[config.mk]
export PLATFORM = sky130hd
export DESIGN_NAME = partition_fit_allocator_top
export DESIGN_NICKNAME = d
export VERILOG_FILES = /design/src/design/pfa_pkg.sv /design/src/design/partition_fit_allocator_top.sv
export SDC_FILE = /design/constraint.sdc
export NUM_CORES = 1
export LEC_CHECK = 0
export ABC_CLOCK_PERIOD_IN_PS = 12040
export CORE_MARGIN = 2
export CORE_UTILIZATION = 27
export CTS_CLUSTER_SIZE = 24
export DETAILED_ROUTE_END_ITERATION = 16
export DONT_BUFFER_PORTS = 1
export PLACE_DENSITY_LB_ADDON = 0.3
export SLEW_MARGIN = 40
export SYNTH_ARGS = -nofsm -noshare
export SYNTH_HDL_FRONTEND = slang
export SYNTH_SLANG_ARGS = --single-unit
[constraint.sdc]
create_clock -name clk -period 12.04 [get_ports clk]
set_input_delay 0.602 -clock clk [delete_from_list [all_inputs] [get_ports clk]]
set_output_delay 0.602 -clock clk [all_outputs]
set_load 0.01 [all_outputs]
[src/design/pfa_pkg.sv]
`timescale 1ns / 1ps
`default_nettype none

package pfa_pkg;

  // Field widths of the beats
  localparam int OP_BITS    = 2;
  localparam int ENTRY_BITS = 4;
  localparam int SIZE_BITS  = 16;
  localparam int SUM_BITS   = 20;
  localparam int COUNT_BITS = 5;

  localparam int MAX_PARTITIONS = 16;

  // APB register map
  localparam int ADDR_BITS = 3;
  localparam int DATA_BITS = 32;
  localparam logic [0:0] REG_POLICY = 1'b0;
  localparam logic [0:0] REG_COUNT  = 1'b1;

  localparam logic [COUNT_BITS-1:0] COUNT_RESET = 5'd16;

  // Operation codes
  localparam logic [OP_BITS-1:0] OP_LOAD  = 2'd0;
  localparam logic [OP_BITS-1:0] OP_PLACE = 2'd1;
  localparam logic [OP_BITS-1:0] OP_CLEAR = 2'd2;

  typedef enum logic [1:0] {
    POL_FIRST = 2'd0,
    POL_NEXT  = 2'd1,
    POL_BEST  = 2'd2,
    POL_WORST = 2'd3
  } policy_t;

  typedef struct packed {
    logic [OP_BITS-1:0]    operation;
    logic [ENTRY_BITS-1:0] entry_index;
    logic [SIZE_BITS-1:0]  size;
  } in_beat_t;

  typedef struct packed {
    logic                  placed;
    logic [ENTRY_BITS-1:0] placed_index;
    logic [SIZE_BITS-1:0]  waste;
    logic [SUM_BITS-1:0]   total_waste;
  } out_beat_t;

endpackage

`default_nettype wire

[src/design/partition_fit_allocator_top.sv]
`timescale 1ns / 1ps
`default_nettype none
// Fixed-partition allocator. Input beats on in_valid/in_ready/in_data carry one
// of: load a partition size (frees that entry), place a job, clear all
// allocations. Every input beat yields exactly one result beat on
// out_valid/out_ready/out_data: placed flag, chosen index, waste and the
// saturating running waste total.
// policy and partition_count are written over the APB port (byte addresses 0
// and 4); the user must write them only while the block is idle, as the
// block itself does not enforce it. Load, clear and unused codes go from idle
// to a finish state that loads the output register. A place walks the table
// one entry per cycle through a single read port of the size memory and one
// compare unit, over min(partition_count, MAX_PARTITIONS) entries, then
// commits and finishes; first and next fit stop early at the first fitting
// entry. One item is in flight at a time; in_ready is high only while idle
// and returns with the result.
// Results sit in an output register, so a new item is accepted while a result
// waits; when the receiver stalls, the next result holds until it drains.
// Reset (synchronous, active high) clears occupied marks, rover, waste total
// and restores policy first fit and partition_count 16. Partition sizes are
// undefined until loaded; no clearing pass is needed.
module partition_fit_allocator_top #(
  parameter int MAX_PARTITIONS = pfa_pkg::MAX_PARTITIONS
) (
  input  wire logic                          clk,
  input  wire logic                          rst,
  input  wire logic                          in_valid,
  output      logic                          in_ready,
  input  wire pfa_pkg::in_beat_t             in_data,
  output      logic                          out_valid,
  input  wire logic                          out_ready,
  output      pfa_pkg::out_beat_t            out_data,
  input  wire logic                          psel,
  input  wire logic                          penable,
  input  wire logic                          pwrite,
  input  wire logic [pfa_pkg::ADDR_BITS-1:0] paddr,
  input  wire logic [pfa_pkg::DATA_BITS-1:0] pwdata,
  output      logic [pfa_pkg::DATA_BITS-1:0] prdata,
  output      logic                          pready
);

  localparam int IDX_W = $clog2(MAX_PARTITIONS);
  localparam int CNT_W = $clog2(MAX_PARTITIONS + 1);
  localparam int SZ_W  = pfa_pkg::SIZE_BITS;
  localparam int SUM_W = pfa_pkg::SUM_BITS;

  typedef enum logic [1:0] {
    S_IDLE,
    S_SCAN,
    S_COMMIT,
    S_FINISH
  } state_t;

  state_t                            state;
  pfa_pkg::policy_t                  policy;
  logic [pfa_pkg::COUNT_BITS-1:0]    pcount;
  logic [MAX_PARTITIONS-1:0]         occupied;
  logic [IDX_W-1:0]                  rover;
  logic [SUM_W-1:0]                  waste_sum;
  logic [SZ_W-1:0]                   job;
  logic [CNT_W-1:0]                  n_reg;
  logic [IDX_W-1:0]                  pos;
  logic [CNT_W-1:0]                  issue_cnt;
  logic                              chk_vld;
  logic [IDX_W-1:0]                  chk_idx;
  logic                              chk_occ;
  logic                              have;
  logic [IDX_W-1:0]                  pick;
  logic [SZ_W-1:0]                   best_size;
  pfa_pkg::out_beat_t                res;

  logic [SZ_W-1:0]                   size_mem [MAX_PARTITIONS];
  logic [SZ_W-1:0]                   rd_data;

  logic                              in_fire;
  logic                              cfg_write;
  logic                              load_ok;
  logic [CNT_W-1:0]                  n_active;
  logic [IDX_W-1:0]                  start_pos;
  logic [CNT_W-1:0]                  pos_inc;
  logic [IDX_W-1:0]                  pos_next;
  logic                              issuing;
  logic                              fit;
  logic [SZ_W-1:0]                   waste_calc;
  logic [SUM_W:0]                    sum_ext;
  logic [SUM_W-1:0]                  sum_sat;

  assign pready    = 1'b1;
  assign in_ready  = (state == S_IDLE);
  assign in_fire   = in_valid && in_ready;
  assign cfg_write = psel && penable && pwrite && pready;
  assign load_ok   = (32'(in_data.entry_index) < MAX_PARTITIONS);

  always_comb begin
    prdata = '0;
    unique case (paddr[2:2])
      pfa_pkg::REG_POLICY: prdata = pfa_pkg::DATA_BITS'(policy);
      pfa_pkg::REG_COUNT:  prdata = pfa_pkg::DATA_BITS'(pcount);
      default:             prdata = '0;
    endcase
  end

  always_comb begin
    if (32'(pcount) > MAX_PARTITIONS) begin
      n_active = CNT_W'(MAX_PARTITIONS);
    end else begin
      n_active = CNT_W'(pcount);
    end
    if (policy == pfa_pkg::POL_NEXT && CNT_W'(rover) < n_active) begin
      start_pos = rover;
    end else begin
      start_pos = '0;
    end
    pos_inc  = CNT_W'(pos) + CNT_W'(1);
    pos_next = (pos_inc < n_reg) ? IDX_W'(pos_inc) : '0;
    issuing  = (issue_cnt < n_reg);
    fit      = chk_vld && !chk_occ && (job <= rd_data);
    waste_calc = best_size - job;
    sum_ext  = {1'b0, waste_sum} + (SUM_W + 1)'(waste_calc);
    sum_sat  = sum_ext[SUM_W] ? '1 : sum_ext[SUM_W-1:0];
  end

  // Size table: one write port, one registered read port for the scan
  always_ff @(posedge clk) begin
    if (in_fire && in_data.operation == pfa_pkg::OP_LOAD && load_ok) begin
      size_mem[IDX_W'(in_data.entry_index)] <= in_data.size;
    end
  end

  always_ff @(posedge clk) begin
    if (state == S_SCAN && issuing) begin
      rd_data <= size_mem[pos];
    end
  end

  always_ff @(posedge clk) begin
    if (rst) begin
      state     <= S_IDLE;
      policy    <= pfa_pkg::POL_FIRST;
      pcount    <= pfa_pkg::COUNT_RESET;
      occupied  <= '0;
      rover     <= '0;
      waste_sum <= '0;
      out_valid <= 1'b0;
      chk_vld   <= 1'b0;
      have      <= 1'b0;
    end else begin
      if (cfg_write) begin
        unique case (paddr[2:2])
          pfa_pkg::REG_POLICY: policy <= pfa_pkg::policy_t'(pwdata[1:0]);
          pfa_pkg::REG_COUNT:  pcount <= pwdata[pfa_pkg::COUNT_BITS-1:0];
          default: ;
        endcase
      end

      // in S_FINISH the output register is reloaded below instead
      if (out_valid && out_ready && state != S_FINISH) begin
        out_valid <= 1'b0;
      end

      unique case (state)
        S_IDLE: begin
          if (in_fire) begin
            res.placed       <= 1'b0;
            res.placed_index <= '0;
            res.waste        <= '0;
            res.total_waste  <= (in_data.operation == pfa_pkg::OP_CLEAR) ? '0 : waste_sum;
            case (in_data.operation)
              pfa_pkg::OP_LOAD: begin
                if (load_ok) begin
                  occupied[IDX_W'(in_data.entry_index)] <= 1'b0;
                end
                state <= S_FINISH;
              end
              pfa_pkg::OP_PLACE: begin
                job       <= in_data.size;
                n_reg     <= n_active;
                pos       <= start_pos;
                issue_cnt <= '0;
                chk_vld   <= 1'b0;
                have      <= 1'b0;
                state     <= S_SCAN;
              end
              pfa_pkg::OP_CLEAR: begin
                occupied  <= '0;
                waste_sum <= '0;
                rover     <= '0;
                state     <= S_FINISH;
              end
              default: state <= S_FINISH;
            endcase
          end
        end

        S_SCAN: begin
          // issue one entry per cycle; the compare sees it in the next cycle
          if (issuing) begin
            pos       <= pos_next;
            issue_cnt <= issue_cnt + CNT_W'(1);
            chk_idx   <= pos;
            chk_occ   <= occupied[pos];
          end
          chk_vld <= issuing;

          if (fit) begin
            if (!have) begin
              have      <= 1'b1;
              pick      <= chk_idx;
              best_size <= rd_data;
            end else if ((policy == pfa_pkg::POL_BEST && rd_data < best_size) ||
                         (policy == pfa_pkg::POL_WORST && rd_data > best_size)) begin
              pick      <= chk_idx;
              best_size <= rd_data;
            end
          end

          if ((fit && !have &&
               (policy == pfa_pkg::POL_FIRST || policy == pfa_pkg::POL_NEXT)) ||
              (!issuing && !chk_vld)) begin
            state <= S_COMMIT;
          end
        end

        S_COMMIT: begin
          if (have) begin
            occupied[pick]   <= 1'b1;
            waste_sum        <= sum_sat;
            res.placed       <= 1'b1;
            res.placed_index <= pfa_pkg::ENTRY_BITS'(pick);
            res.waste        <= waste_calc;
            res.total_waste  <= sum_sat;
            if (policy == pfa_pkg::POL_NEXT) begin
              rover <= pick;
            end
          end
          state <= S_FINISH;
        end

        S_FINISH: begin
          if (!out_valid || out_ready) begin
            out_data  <= res;
            out_valid <= 1'b1;
            state     <= S_IDLE;
          end
        end

        default: state <= S_IDLE;
      endcase
    end
  end

  a_busy_after_accept: assert property (@(posedge clk) disable iff (rst)
    in_fire |=> !in_ready)
    else $error("accepted a beat but stayed ready");

  a_unplaced_zero: assert property (@(posedge clk) disable iff (rst)
    (out_valid && !out_data.placed) |-> (out_data.waste == '0 && out_data.placed_index == '0))
    else $error("unplaced result carries index or waste");

  a_scan_bound: assert property (@(posedge clk) disable iff (rst)
    (state == S_SCAN) |-> (issue_cnt <= n_reg))
    else $error("scan ran past the active partition count");

  a_commit_marks: assert property (@(posedge clk) disable iff (rst)
    (state == S_COMMIT && have) |=> occupied[$past(pick)])
    else $error("placed entry not marked occupied");

endmodule

`default_nettype wire
# Word-level counts from Yosys, hierarchy flattened
# Memory sizes are Yosys's and may differ from the RTL's. A register that Yosys moved wholly into a read port is not among the register bits.
# Cells that the tools add are included.
dict set report word_totals {
  reg_bits 189
  ramBits 256
  out_inout_bits 76
  word_cells 166
  mem_count 1
}
dict set report classes {
  n_addsub 4
  magnitude_cmp 12
  eq_ne 20
  mux 54
  n_bitwise 5
  n_reduce_logical 45
}
# memory depth width rd rd_clocked_by_memory_dff wr line_no
set memory_table {}
lappend memory_table {size_mem 16 16 1 1 1 partition_fit_allocator_top.sv:72} ;# logic [SZ_W-1:0] size_mem [MAX_PARTITIONS];
# operator n
set ops {}
lappend ops {{$mux W41} 2}
lappend ops {{$pmux W41 S2} 1}
lappend ops {{$mux W20} 4}
lappend ops {{$mux W16} 4}
lappend ops {{$pmux W16 S2} 2}
lappend ops {{$pmux W32 S2} 1}
lappend ops {{$mux W4} 11}
lappend ops {{$pmux W20 S2} 1}
lappend ops {{$add A20 B16 Y21} 1}
lappend ops {{$mux W5} 4}
lappend ops {{$reduce_and A4 Y1} 5}
lappend ops {{$logic_and A1 B1 Y1} 17}
lappend ops {{$and A16 B16 Y16} 1}
lappend ops {{$gt A16 B16 Y1} 1}
lappend ops {{$le A16 B16 Y1} 1}
lappend ops {{$lt A16 B16 Y1} 1}
lappend ops {{$not A16 Y16} 1}
lappend ops {{$or A16 B16 Y16} 1}
lappend ops {{$pmux W4 S2} 2}
lappend ops {{$sub A16 B16 Y16} 1}
lappend ops {{$lt A4 B5 Y1 const B} 3}
lappend ops {{$reduce_and A3 Y1} 5}
lappend ops {{$ne A2 B2 Y1 const B} 6}
lappend ops {{$mux W1} 11}
lappend ops {{23 further kinds} 53}

# Logic depth before layout (Yosys ltp)
# Gate-level depths: netlist (run 1).
dict set report depth {
  word_depth 9
  ltp_mapped 19
}

# Worst setup path before layout (run 1)
# Ideal clock, no wire load.
dict set report synth_path {
  path_type {input-to-reg}
  startpoint {input port rst}
  endpoint {register out_data[0] (netlist name), enable pin}
  setup_ps 499
  arrival_time_ps 4027
  t_required_ps 11541
  setup_slack_ps 7514
  path_stages 3
  path_buffers 2
  cell_sequence {clkbuf_1 > clkbuf_1 > nor3b_1}
}
dict set report synth_via {
  elab_chain_len 2
}
# element line_no
set synth_lines {}
lappend synth_lines {{from (decl)} partition_fit_allocator_top.sv:26} ;# input wire logic rst,
lappend synth_lines {{$not A1 Y1 (no line)} n/a}
lappend synth_lines {{$reduce_and A3 Y1 (no line)} n/a}
lappend synth_lines {{to (signal assigned)} partition_fit_allocator_top.sv:241} ;# out_data <= res;
lappend synth_lines {{to (decl)} partition_fit_allocator_top.sv:32} ;# output pfa_pkg::out_beat_t out_data,
# Every way passes these cells.
# A chain may end at the register's enable or synchronous reset.

# Worst setup path in the final report (run 1)
dict set report layout_path {
  startpoint {register job[7]}
  endpoint {register res[7] (netlist name), data pin}
}
dict set report layout_via {
  elab_chain_len 5
}
# element line_no
set layout_lines {}
lappend layout_lines {{from (decl)} partition_fit_allocator_top.sv:60} ;# logic [SZ_W-1:0] job;
lappend layout_lines {{from (signal assigned)} partition_fit_allocator_top.sv:176} ;# job <= in_data.size;
lappend layout_lines {{$sub A16 B16 Y16} partition_fit_allocator_top.sv:118} ;# waste_calc = best_size - job;
lappend layout_lines {{net waste_calc[13]} partition_fit_allocator_top.sv:84} ;# logic [SZ_W-1:0] waste_calc;
lappend layout_lines {{$add A20 B16 Y21} partition_fit_allocator_top.sv:119} ;# sum_ext = {1'b0, waste_sum} + (SUM_W + 1)'(waste_calc);
lappend layout_lines {{$mux W20} partition_fit_allocator_top.sv:120} ;# sum_sat = sum_ext[SUM_W] ? '1 : sum_ext[SUM_W-1:0];
lappend layout_lines {{$mux W41} partition_fit_allocator_top.sv:225} ;# if (have) begin
lappend layout_lines {{$pmux W41 S2} partition_fit_allocator_top.sv:161} ;# unique case (state)
lappend layout_lines {{to (decl)} partition_fit_allocator_top.sv:70} ;# pfa_pkg::out_beat_t res;
# The timed path passes the listed nets, and every way through them passes these cells. The select of a mux whose other input is x is not followed.

==> results of run 1 <==
-- how the worst min path moves through the flow --
stage                          start            end  slack, ns  cells after the start
after floorplan               res[0]    out_data[0]       0.40                      0
after global placement    chk_idx[3]        pick[3]       0.40                      0
after detailed placement      res[2]    out_data[2]       0.40                      0
after CTS                        rst  waste_sum[13]       0.04                      1
after global routing             rst  waste_sum[13]       0.03                      1
final                            rst  waste_sum[13]       0.08                      1
-- cell families (layout without fill, tap and decap cells) --
| kind of cell | count (synthesis) | after routing |
|---|---|---|
| flip-flops | 461 | 461 |
| AND/OR/NAND/NOR | 288 | 288 |
| AO/OA/AOI/OAI | 233 | 233 |
| buffers and inverters | 157 | 199 |
| multiplexers | 101 | 101 |
| adder cells (fa/ha/maj) | 85 | 85 |
| XOR/XNOR | 32 | 32 |
| other | 2 | 29 |
-- synthesized netlist by cell type, drive strengths merged, types with 6 or more instances --
cell type	count
and4	7
nand2	76
buf	40
a211oi	6
xor2	8
xnor2	24
ha	83
a21o	15
nor2b	16
o211ai	7
nor2	74
o21ai	67
dfxtp	52
nand4	7
nand2b	19
nor3	19
inv	78
a21oi	66
edfxtp	409
mux2i	13
clkbuf	39
and2	28
mux4	85
a22oi	16
nand3	17
-- cell type report --
| type | count | area, um^2 | share of cell area [%] |
|---|---|---|---|
| Antenna cell | 1 | 2.50 | 0.0108 |
| Clock buffer | 60 | 1280 | 5.51 |
| Clock inverter | 31 | 342 | 1.47 |
| Tap cell | 969 | 1210 | 5.23 |
| Sequential cell | 461 | 13300 | 57.5 |
| Inverter | 78 | 293 | 1.26 |
| Timing Repair Buffer | 30 | 241 | 1.04 |
| Multi-Input combinational cell | 767 | 6490 | 28.0 |
-- metal layers --
layer,vias to the layer above,share of wire (%),GRT usage [%]
li1,5217,-,-
met1,5630,43,14.9
met2,283,50,20.7
met3,58,4.7,2.24
met4,0,2.1,3.38
met5,-,0,0
-- report_power, final --
group | switching, mW | total (mW) | internal [mW]
clock | 0.638 | 1.51 | 0.873
combinational | 0.307 | 0.483 | 0.176
sequential | 0.0389 | 1.90 | 1.86
-- worst max-delay path: stages, from the launching register on --
cell	delay [ns]
edfxtp_1	0.46
inv_1	0.07
ha_1	0.36
and3_1	0.24
a31oi_1	0.17
o21ai_1	0.10
o31a_1	0.33
o41ai_1	0.32
xnor2_1	0.34
ha_1	0.37
a21oi_1	0.27
o211ai_1	0.15
a31oi_1	0.23
nand2_1	0.16
nand2_1	0.43
a21oi_1	0.12
a31o_2	0.26
-- through the flow --
step / area [um^2] / total power, mW / cells / utilization, % / hold slack [ns]
2_1_floorplan: 20500 / 2.28 / 1385 / - / 0.400
3_3_place_gp: 21500 / 2.41 / 2304 / 28.9 / 0.404
3_5_place_dp: 21600 / 2.42 / 2305 / 28.9 / 0.405
4_1_cts: 23200 / 3.95 / 2396 / 31.1 / 0.0449
5_1_grt: 23200 / 4.07 / 2396 / 31.1 / 0.0340
6_report: 23200 / 3.89 / 2397 / 31.1 / 0.0769
==> metrics, run 1 <==
status finished clean; largest net degree at the start of global routing 69; Crit Path Class flop to flop; TNS Setup 0 ns; worst flop-to-flop path endpoint res[7]; most common cell after layout, fill and taps aside edfxtp_1; Synth Area in Adders 5.29%; Syn Area/Cell 15.0 um^2; Reg with most FFs size_mem; total CTS buffers 49; H-tree depth 2; Die W 279 um; Synth Area in Compound Gates 7.30%; Port Buffers 0; CP endpoint kind flop; vias per cell 4.67; die footprint 77700 um^2; worst r2r src job[7]; Remaining DRCs 0; CTS tree done; initial detailed-routing violation count 828; worst slack, placed 7.36 ns; top cell type's share of synthesized area 60.2%; Crit. Startpoint job[7]; area leader, netlist edfxtp_1; WL/cell 19.2 um; Critical Path RT 12.35 ns; vias in the first global route 11300; Synth Area in XOR/XNOR 1.37%; startpoint types flop; Yosys reg bits 461; sequential area share after synthesis 65.4%; P&R area growth vs syn 13.7%; via count 11200; Top Ports 140; biggest regs size_mem: 256 flops, out_data: 41 flops, res: 41 flops; DR pass1 iterations 5; cell area after synthesis 20400 um^2; Layout Nets 1536; crit path to res[7]; Netlist cell types 74; RSZ-0062 raised after global routing no; top cells by area, synth edfxtp_1 (60%), mux4_2 (9.4%), dfxtp_1 (5.1%); Clock transition at path regs 0.06 ns; Reg2Reg Setup Slack 7.37 ns; layout cells sized above 1 14.5%; post-detail-place hpwl 30100 um; antenna violations before repair 0; Final Max Slew Viols 0; grt ovf 0; Hold-fix buffers, CTS 0; std cell rows 100; final setup fails 0; CP max FO 14; number of flops mapped to enable cells by yosys 409; Hold Fails Final Rpt 0; synth warn 0; Lkg Pwr 7.90 nW; Arrival @ worst endpoint 4.98 ns; most frequent cells in the layout edfxtp_1 (409), mux4_2 (85), ha_1 (82); final setup margin 7.37 ns; # clock sinks 461; Post-DRT Antenna Nets 0; GP Congestion 0.851; clk_skew 0.0382 ns; clk_lat worst skew 0.60 ns; number of fill cells in the layout 7351; minimum clock period 4.67 ns; Rel. slew slack 47.8%; worst r2r path cells 16; number of flip-flops under the largest register name 256; Die Y 279 um; drt total wl 46000 um; worst min path class primary input to flop; CTS root buffer clkbuf_16; ys flop type edfxtp_1; first-pass GRT wire length 69900 um; multiplexer area fraction after synthesis 10.2%; # Post-CTS Setup Buffers 0; Post-Syn Instances 1359; Tcrit/Tclk final 38.8%; global router's overall resource usage 11.8%; largest family of logic cells by synthesized area multiplexers; VDD IR max 0.000115 V; core area 74600 um^2; PwrDens 168 nW/um^2; Initial Util 27.3%; fraction of registers with async set/reset 0%; CTS max path bufs 3; f_max 0.214 GHz; post-CTS sizing 0; Tightest Pin Transition 0.784 ns; simple-gate share of the synthesized area 7.00%; Max Cap Viol 0
(Power assumes the default switching activity.)
==> inputs of run 2 (changes only) <==
Settings changed: ABC_AREA set to 1, ABC_CLOCK_PERIOD_IN_PS 12040 to 4860.
Clock period 12.04 ns to 4.86 ns, I/O delays scaled along.
==> run 2 against run 1 <==
  * First-iteration DRC count down 2.1%
  * Sequential share of layout area down 3.3 points
  * Register-to-register slack worse by 6.6 ns
  * Largest cell class unchanged
==> metrics, run 2 <==
status finished clean; f_max 0.245 GHz; Layout Nets 2129; clk_lat worst skew 0.61 ns; global router's overall resource usage 12.3%; layout cells sized above 1 6.69%; Hold Fails Final Rpt 0; top cells by area, synth edfxtp_1 (58%), dfxtp_1 (4.9%), ha_1 (4.9%); # Post-CTS Setup Buffers 0; startpoint types flop; GP Congestion 0.877; final setup fails 0; TNS Setup 0 ns; Syn Area/Cell 11.0 um^2; PwrDens 446 nW/um^2; worst r2r path cells 21; Crit Path Class flop to flop; Post-DRT Antenna Nets 0; std cell rows 103; Yosys reg bits 461; Remaining DRCs 0; fraction of registers with async set/reset 0%; post-CTS sizing 0; Cell Count, Final, Fillers Out 3071; Hold-fix buffers, CTS 37; first-pass GRT wire length 79000 um; number of flops mapped to enable cells by yosys 409; initial detailed-routing violation count 811; synth warn 0; worst hold start penable; most common cell after layout, fill and taps aside edfxtp_1; most frequent cells in the layout edfxtp_1 (409), inv_1 (266), nand2_1 (232); WL/cell 16.6 um; Tightest Pin Transition 0.752 ns; CTS tree done; DR pass1 iterations 5; Final Max Slew Viols 0; Post-synth top cells edfxtp_1 (409), inv_1 (271), nand2_1 (232); RSZ-0062 raised after global routing no; clk_skew 0.0288 ns; Netlist cell types 48; CTS root buffer clkbuf_16; CTS max path bufs 3; Area after DPL 22600 um^2; H-tree depth 2; storage element area 13300 um^2; Max Cap Viol 0; grt ovf 0; top cell type's share of synthesized area 57.6%; hold worst-path end pcount[0]; minimum clock period 4.08 ns; worst r2r src best_size[0]; Critical Path RT 5.20 ns; # clock sinks 461; Reg with most FFs size_mem; number of flip-flops under the largest register name 256; Reg2Reg Setup Slack 0.78 ns; worst min path class primary input to flop; area leader, netlist edfxtp_1; via count 14000; hold path cells 2; design area 24600 um^2; VDD IR max 0.000264 V; core area 78600 um^2; total CTS buffers 51; Rel. slew slack 49.7%; Post-Syn Instances 1931; placed cell count 2940; ys flop type edfxtp_1; Arrival @ worst endpoint 4.42 ns; Lkg Pwr 9.51 nW; sequential area share after synthesis 62.5%; Top Ports 140; die footprint 81300 um^2; number of fill cells in the layout 7998; Die W 285 um; Tcrit/Tclk final 83.9%; footprint of the multi-input gates 6650 um^2; drt total wl 51000 um; P&R area growth vs syn 15.4%; Die Y 285 um; most frequent cell after synthesis edfxtp_1; Initial Util 27.1%; biggest regs size_mem: 256 flops, out_data: 41 flops, res: 41 flops; worst flop-to-flop path endpoint res[4]; post-detail-place hpwl 34000 um; cell area after synthesis 21300 um^2; vias per cell 4.55; Clock transition at path regs 0.06 ns; CP max FO 9; vias in the first global route 13900; antenna violations before repair 6; Port Buffers 0; largest net degree at the start of global routing 65; CP endpoint kind flop
[run 2: cell types whose count changed after synthesis, sizes merged, moves of 15 or more]
| cell | delta |
|---|---|
| and2 | -25 |
| a21oi | +112 |
| nand2 | +158 |
| nor2 | +27 |
| o21ai | +123 |
| nand2b | -19 |
| o211ai | +58 |
| nor2b | -15 |
| nand3 | +44 |
| inv | +194 |
| mux4 | -85 |
| mux2i | +51 |
| xnor2 | -19 |
| a22oi | -15 |
[run 2: per-stage QoR]
| stage | util [%] | setup slack, ns | hold slack [ns] | power [mW] |
|---|---|---|---|---|
| floorplan | - | 0.986 | 0.342 | 6.71 |
| global placement | 28.8 | 0.842 | 0.318 | 7.29 |
| detailed placement | 28.8 | 0.820 | 0.317 | 7.34 |
| CTS | 31.3 | 0.796 | 0.00526 | 11.1 |
| global route | 31.3 | 0.359 | 0.0691 | 11.6 |
| finish | 31.3 | 0.784 | 0.0465 | 11.0 |
[run 2: cell families after synthesis]
family          Yosys count  share of synthesized area, %
mux                      64                          3.00
fa+ha+maj                85                          5.06
xor+xnor                 24                         0.986
flops                   461                          62.5
other cells               2                        0.0352
simple gates            456                          9.03
buf+inv                 377                          7.31
compound gates          462                          12.1
[run 2: layout make-up]
class / instances / share of cell area, %
flip-flops and latches: 461 / 54.1
multi-input cells: 1119 / 27.0
clock buffers: 65 / 5.44
well taps: 1050 / 5.34
inverters: 274 / 4.18
repair buffers: 73 / 2.82
clock inverters: 27 / 1.05
diodes: 2 / 0.0203
[run 2: report_power, final]
part           total, mW  switching (mW)  internal [mW]
clock               3.67            1.60           2.07
sequential          4.96           0.216           4.75
combinational       2.35            1.60          0.750
[run 2: worst max path at each step]
stage | startpoint | to | slack (ns) | cells past startpoint
after floorplan | state[0] | out_data[0] | 0.99 | 3
after detailed placement | job[0] | res[3] | 0.82 | 20
after global routing | best_size[0] | res[3] | 0.36 | 21
after CTS | job[0] | res[3] | 0.80 | 20
after global placement | job[0] | res[4] | 0.84 | 20
final | best_size[0] | res[4] | 0.78 | 21
[run 2: critical path: stages (launching register included)]
cell and delay, ns:
edfxtp_1 0.40, inv_1 0.08, ha_1 0.13, inv_1 0.05
fa_1 0.41, nand3_1 0.10, nand2_1 0.10, a21boi_1 0.23
o21ai_0 0.20, a21oi_1 0.20, xnor2_1 0.26, ha_1 0.32
nand2_1 0.12, inv_1 0.06, nand2_1 0.06, nand2_1 0.06
inv_1 0.08, nand2_1 0.05, nand2_1 0.07, nand4_1 0.34
o21ai_0 0.44, inv_1 0.07
[run 2: metal layers]
metal  vias up  wire [um]  GRT usage, %
li1       6813          -             -
met1      6765      22600          15.7
met2       313      24800          21.4
met3        85       2270          2.06
met4         6       1220          3.84
met5         -         35             0
==> inputs of run 3 (changes only) <==
Settings changed: ABC_CLOCK_PERIOD_IN_PS 4860 to 3500.
Clock period 4.86 ns to 3.5 ns, I/O delays scaled along.
==> run 3 against run 2 <==
  * The run now ends with setup timing left
  * Non-clock buffer count is 89 higher
  * First-iteration DRC count is 11% higher
  * Cell count is 3.1% higher
  * Global-route usage is 0.48 points higher
  * Die area stayed put
  * Sequential share of layout area is 2.8 points lower
  * Worst setup slack worse by 0.79 ns
  * Cell area is 5.6% higher
  * Via count is 2.8% higher
  * Largest power group unchanged
  * Clock-buffer cell count is 4 lower
  * Flip-flop and latch count stayed put
  * Highest routed layer unchanged
  * Critical path type unchanged
  * Clock skew is 0.0023 ns higher
==> metrics, run 3 (synthesis results as in run 2) <==
status finished, violations left; violated checks setup timing; total CTS buffers 52; hold_ws 0.0310 ns; Final Max Slew Viols 0; final setup fails 2; PwrDens 638 nW/um^2; CP max FO 3; Crit Path Class flop to flop; Layout Nets 2219; Hold Fails Final Rpt 0; # clock sinks 461; GP Congestion 0.856; Area after DPL 23200 um^2; worst flop-to-flop path endpoint res[10]; Rel. slew slack 48.6%; layout cells sized above 1 16.6%; worst hold start in_data[21]; std cell rows 103; Tightest Pin Transition 0.769 ns; Remaining DRCs 0; grt ovf 0; most common cell after layout, fill and taps aside edfxtp_1; storage element area 13300 um^2; WL/cell 16.8 um; Max Cap Viol 0; Clk pwr share 33.3%; combinational power share 25.0%; die footprint 81300 um^2; footprint of the multi-input gates 7160 um^2; Tcrit/Tclk final 100%; Int Power 11.4 mW; worst r2r src best_size[0]; worst min path class primary input to flop; DR pass1 iterations 5; startpoint types flop; number of flip-flops under the largest register name 256; Top Ports 140; Reg with most FFs size_mem; Initial Util 27.1%; initial detailed-routing violation count 901; vias per cell 4.54; minimum clock period 3.50 ns; core area 78600 um^2; design area 26000 um^2; P&R area growth vs syn 21.8%; CTS tree done; VDD IR max 0.000375 V; via count 14400; biggest regs size_mem: 256 flops, out_data: 41 flops, res: 41 flops; H-tree depth 2; sequential group share of total power 41.7%; hold worst-path end state[1]; global router's overall resource usage 12.8%; f_max 0.285 GHz; drt total wl 53200 um; Critical Path RT 3.86 ns; Port Buffers 0; hold path cells 6; final setup margin -0.00299 ns; worst r2r path cells 20; number of fill cells in the layout 7886; Die W 285 um; CTS root buffer clkbuf_16; Reg2Reg Setup Slack -0.003 ns; P_sw 5.19 mW; clk_lat worst skew 0.61 ns; Lkg Pwr 10.1 nW; first-pass GRT wire length 82000 um; largest net degree at the start of global routing 75; CP endpoint kind flop; switching share of power 31.3%; vias in the first global route 14500; Post-DRT Antenna Nets 0; post-detail-place hpwl 35600 um; Clock transition at path regs 0.06 ns; clk_skew 0.0311 ns; antenna violations before repair 3; Arrival @ worst endpoint 3.87 ns; RSZ-0062 raised after global routing yes; CTS max path bufs 3; Die Y 285 um; most frequent cells in the layout edfxtp_1 (409), inv_1 (254), nand2_1 (203)
run 3: through the flow:
step	worst slack, ns	util, %	power [mW]	instances	TNS, ns
after floorplan	0.207	-	9.32	1957	0
after global placement	-0.0888	29.5	10.4	3010	-0.796
after detailed placement	-0.218	29.5	10.5	3010	-4.42
after CTS	0.00319	32.3	16.2	3149	0
after global routing	-0.181	33.0	17.5	3166	-3.43
final	-0.00299	33.0	16.6	3166	-0.00336
run 3: worst max-delay path, stage by stage, from the launching register on:
cell	delay, ns
edfxtp_1	0.40
inv_1	0.09
ha_2	0.17
inv_2	0.05
fa_2	0.39
nand3_2	0.07
nand2_2	0.08
a21boi_2	0.19
o21ai_2	0.11
buf_4	0.17
xor2_4	0.15
ha_1	0.29
nand2_1	0.16
buf_4	0.16
nor2_1	0.06
nor2_2	0.12
nand3_1	0.11
xnor2_1	0.28
nand2_2	0.10
nand2_2	0.09
inv_2	0.03
run 3: worst max path at each step:
stage / slack (ns) / cells after the start / start / end
2_1_floorplan: 0.21 / 6 / state[0] / res[0]
3_3_place_gp: -0.09 / 20 / job[2] / res[17]
3_5_place_dp: -0.22 / 23 / best_size[0] / res[15]
4_1_cts: 0.003 / 21 / best_size[0] / res[15]
5_1_grt: -0.18 / 23 / best_size[0] / res[12]
6_report: -0.003 / 20 / best_size[0] / res[10]
run 3: layer usage:
metal	routed length [um]	GRT usage (%)	vias up	part of all wire [%]
met1	23600	16.4	6942	44
met5	10	0	-	0.019
met2	25800	22.0	340	49
met4	1250	3.76	2	2.4
met3	2500	2.32	85	4.7
li1	-	-	7000	-
run 3: power groups by stage:
stage | clock [mW] | sequential [mW] | combinational (mW)
after floorplan | 0 | 6.89 | 2.43
after global placement | 0 | 7.01 | 3.42
after detailed placement | 0 | 7.02 | 3.50
after CTS | 5.66 | 6.91 | 3.66
after global routing | 5.88 | 6.96 | 4.65
final | 5.51 | 6.91 | 4.15
run 3: cell type report:
type | count | area share (%)
inverter | 274 | 3.96
clock inverter | 37 | 1.53
sequential | 461 | 51.3
clock buffer | 61 | 5.14
multi-input combinational | 1119 | 27.6
antenna | 2 | 0.0193
tap | 1050 | 5.06
timing repair buffer | 162 | 5.42
run 3: what timing repair did:
action / CTS / global route
gates resized for setup: 23 / 132
endpoints found under the hold margin: 329 / 0
gates cloned: 0 / 1
buffers inserted: 2 / 13
pin swaps: 5 / 43
hold buffers: 39 / 0
setup endpoints to repair: 40 / 40
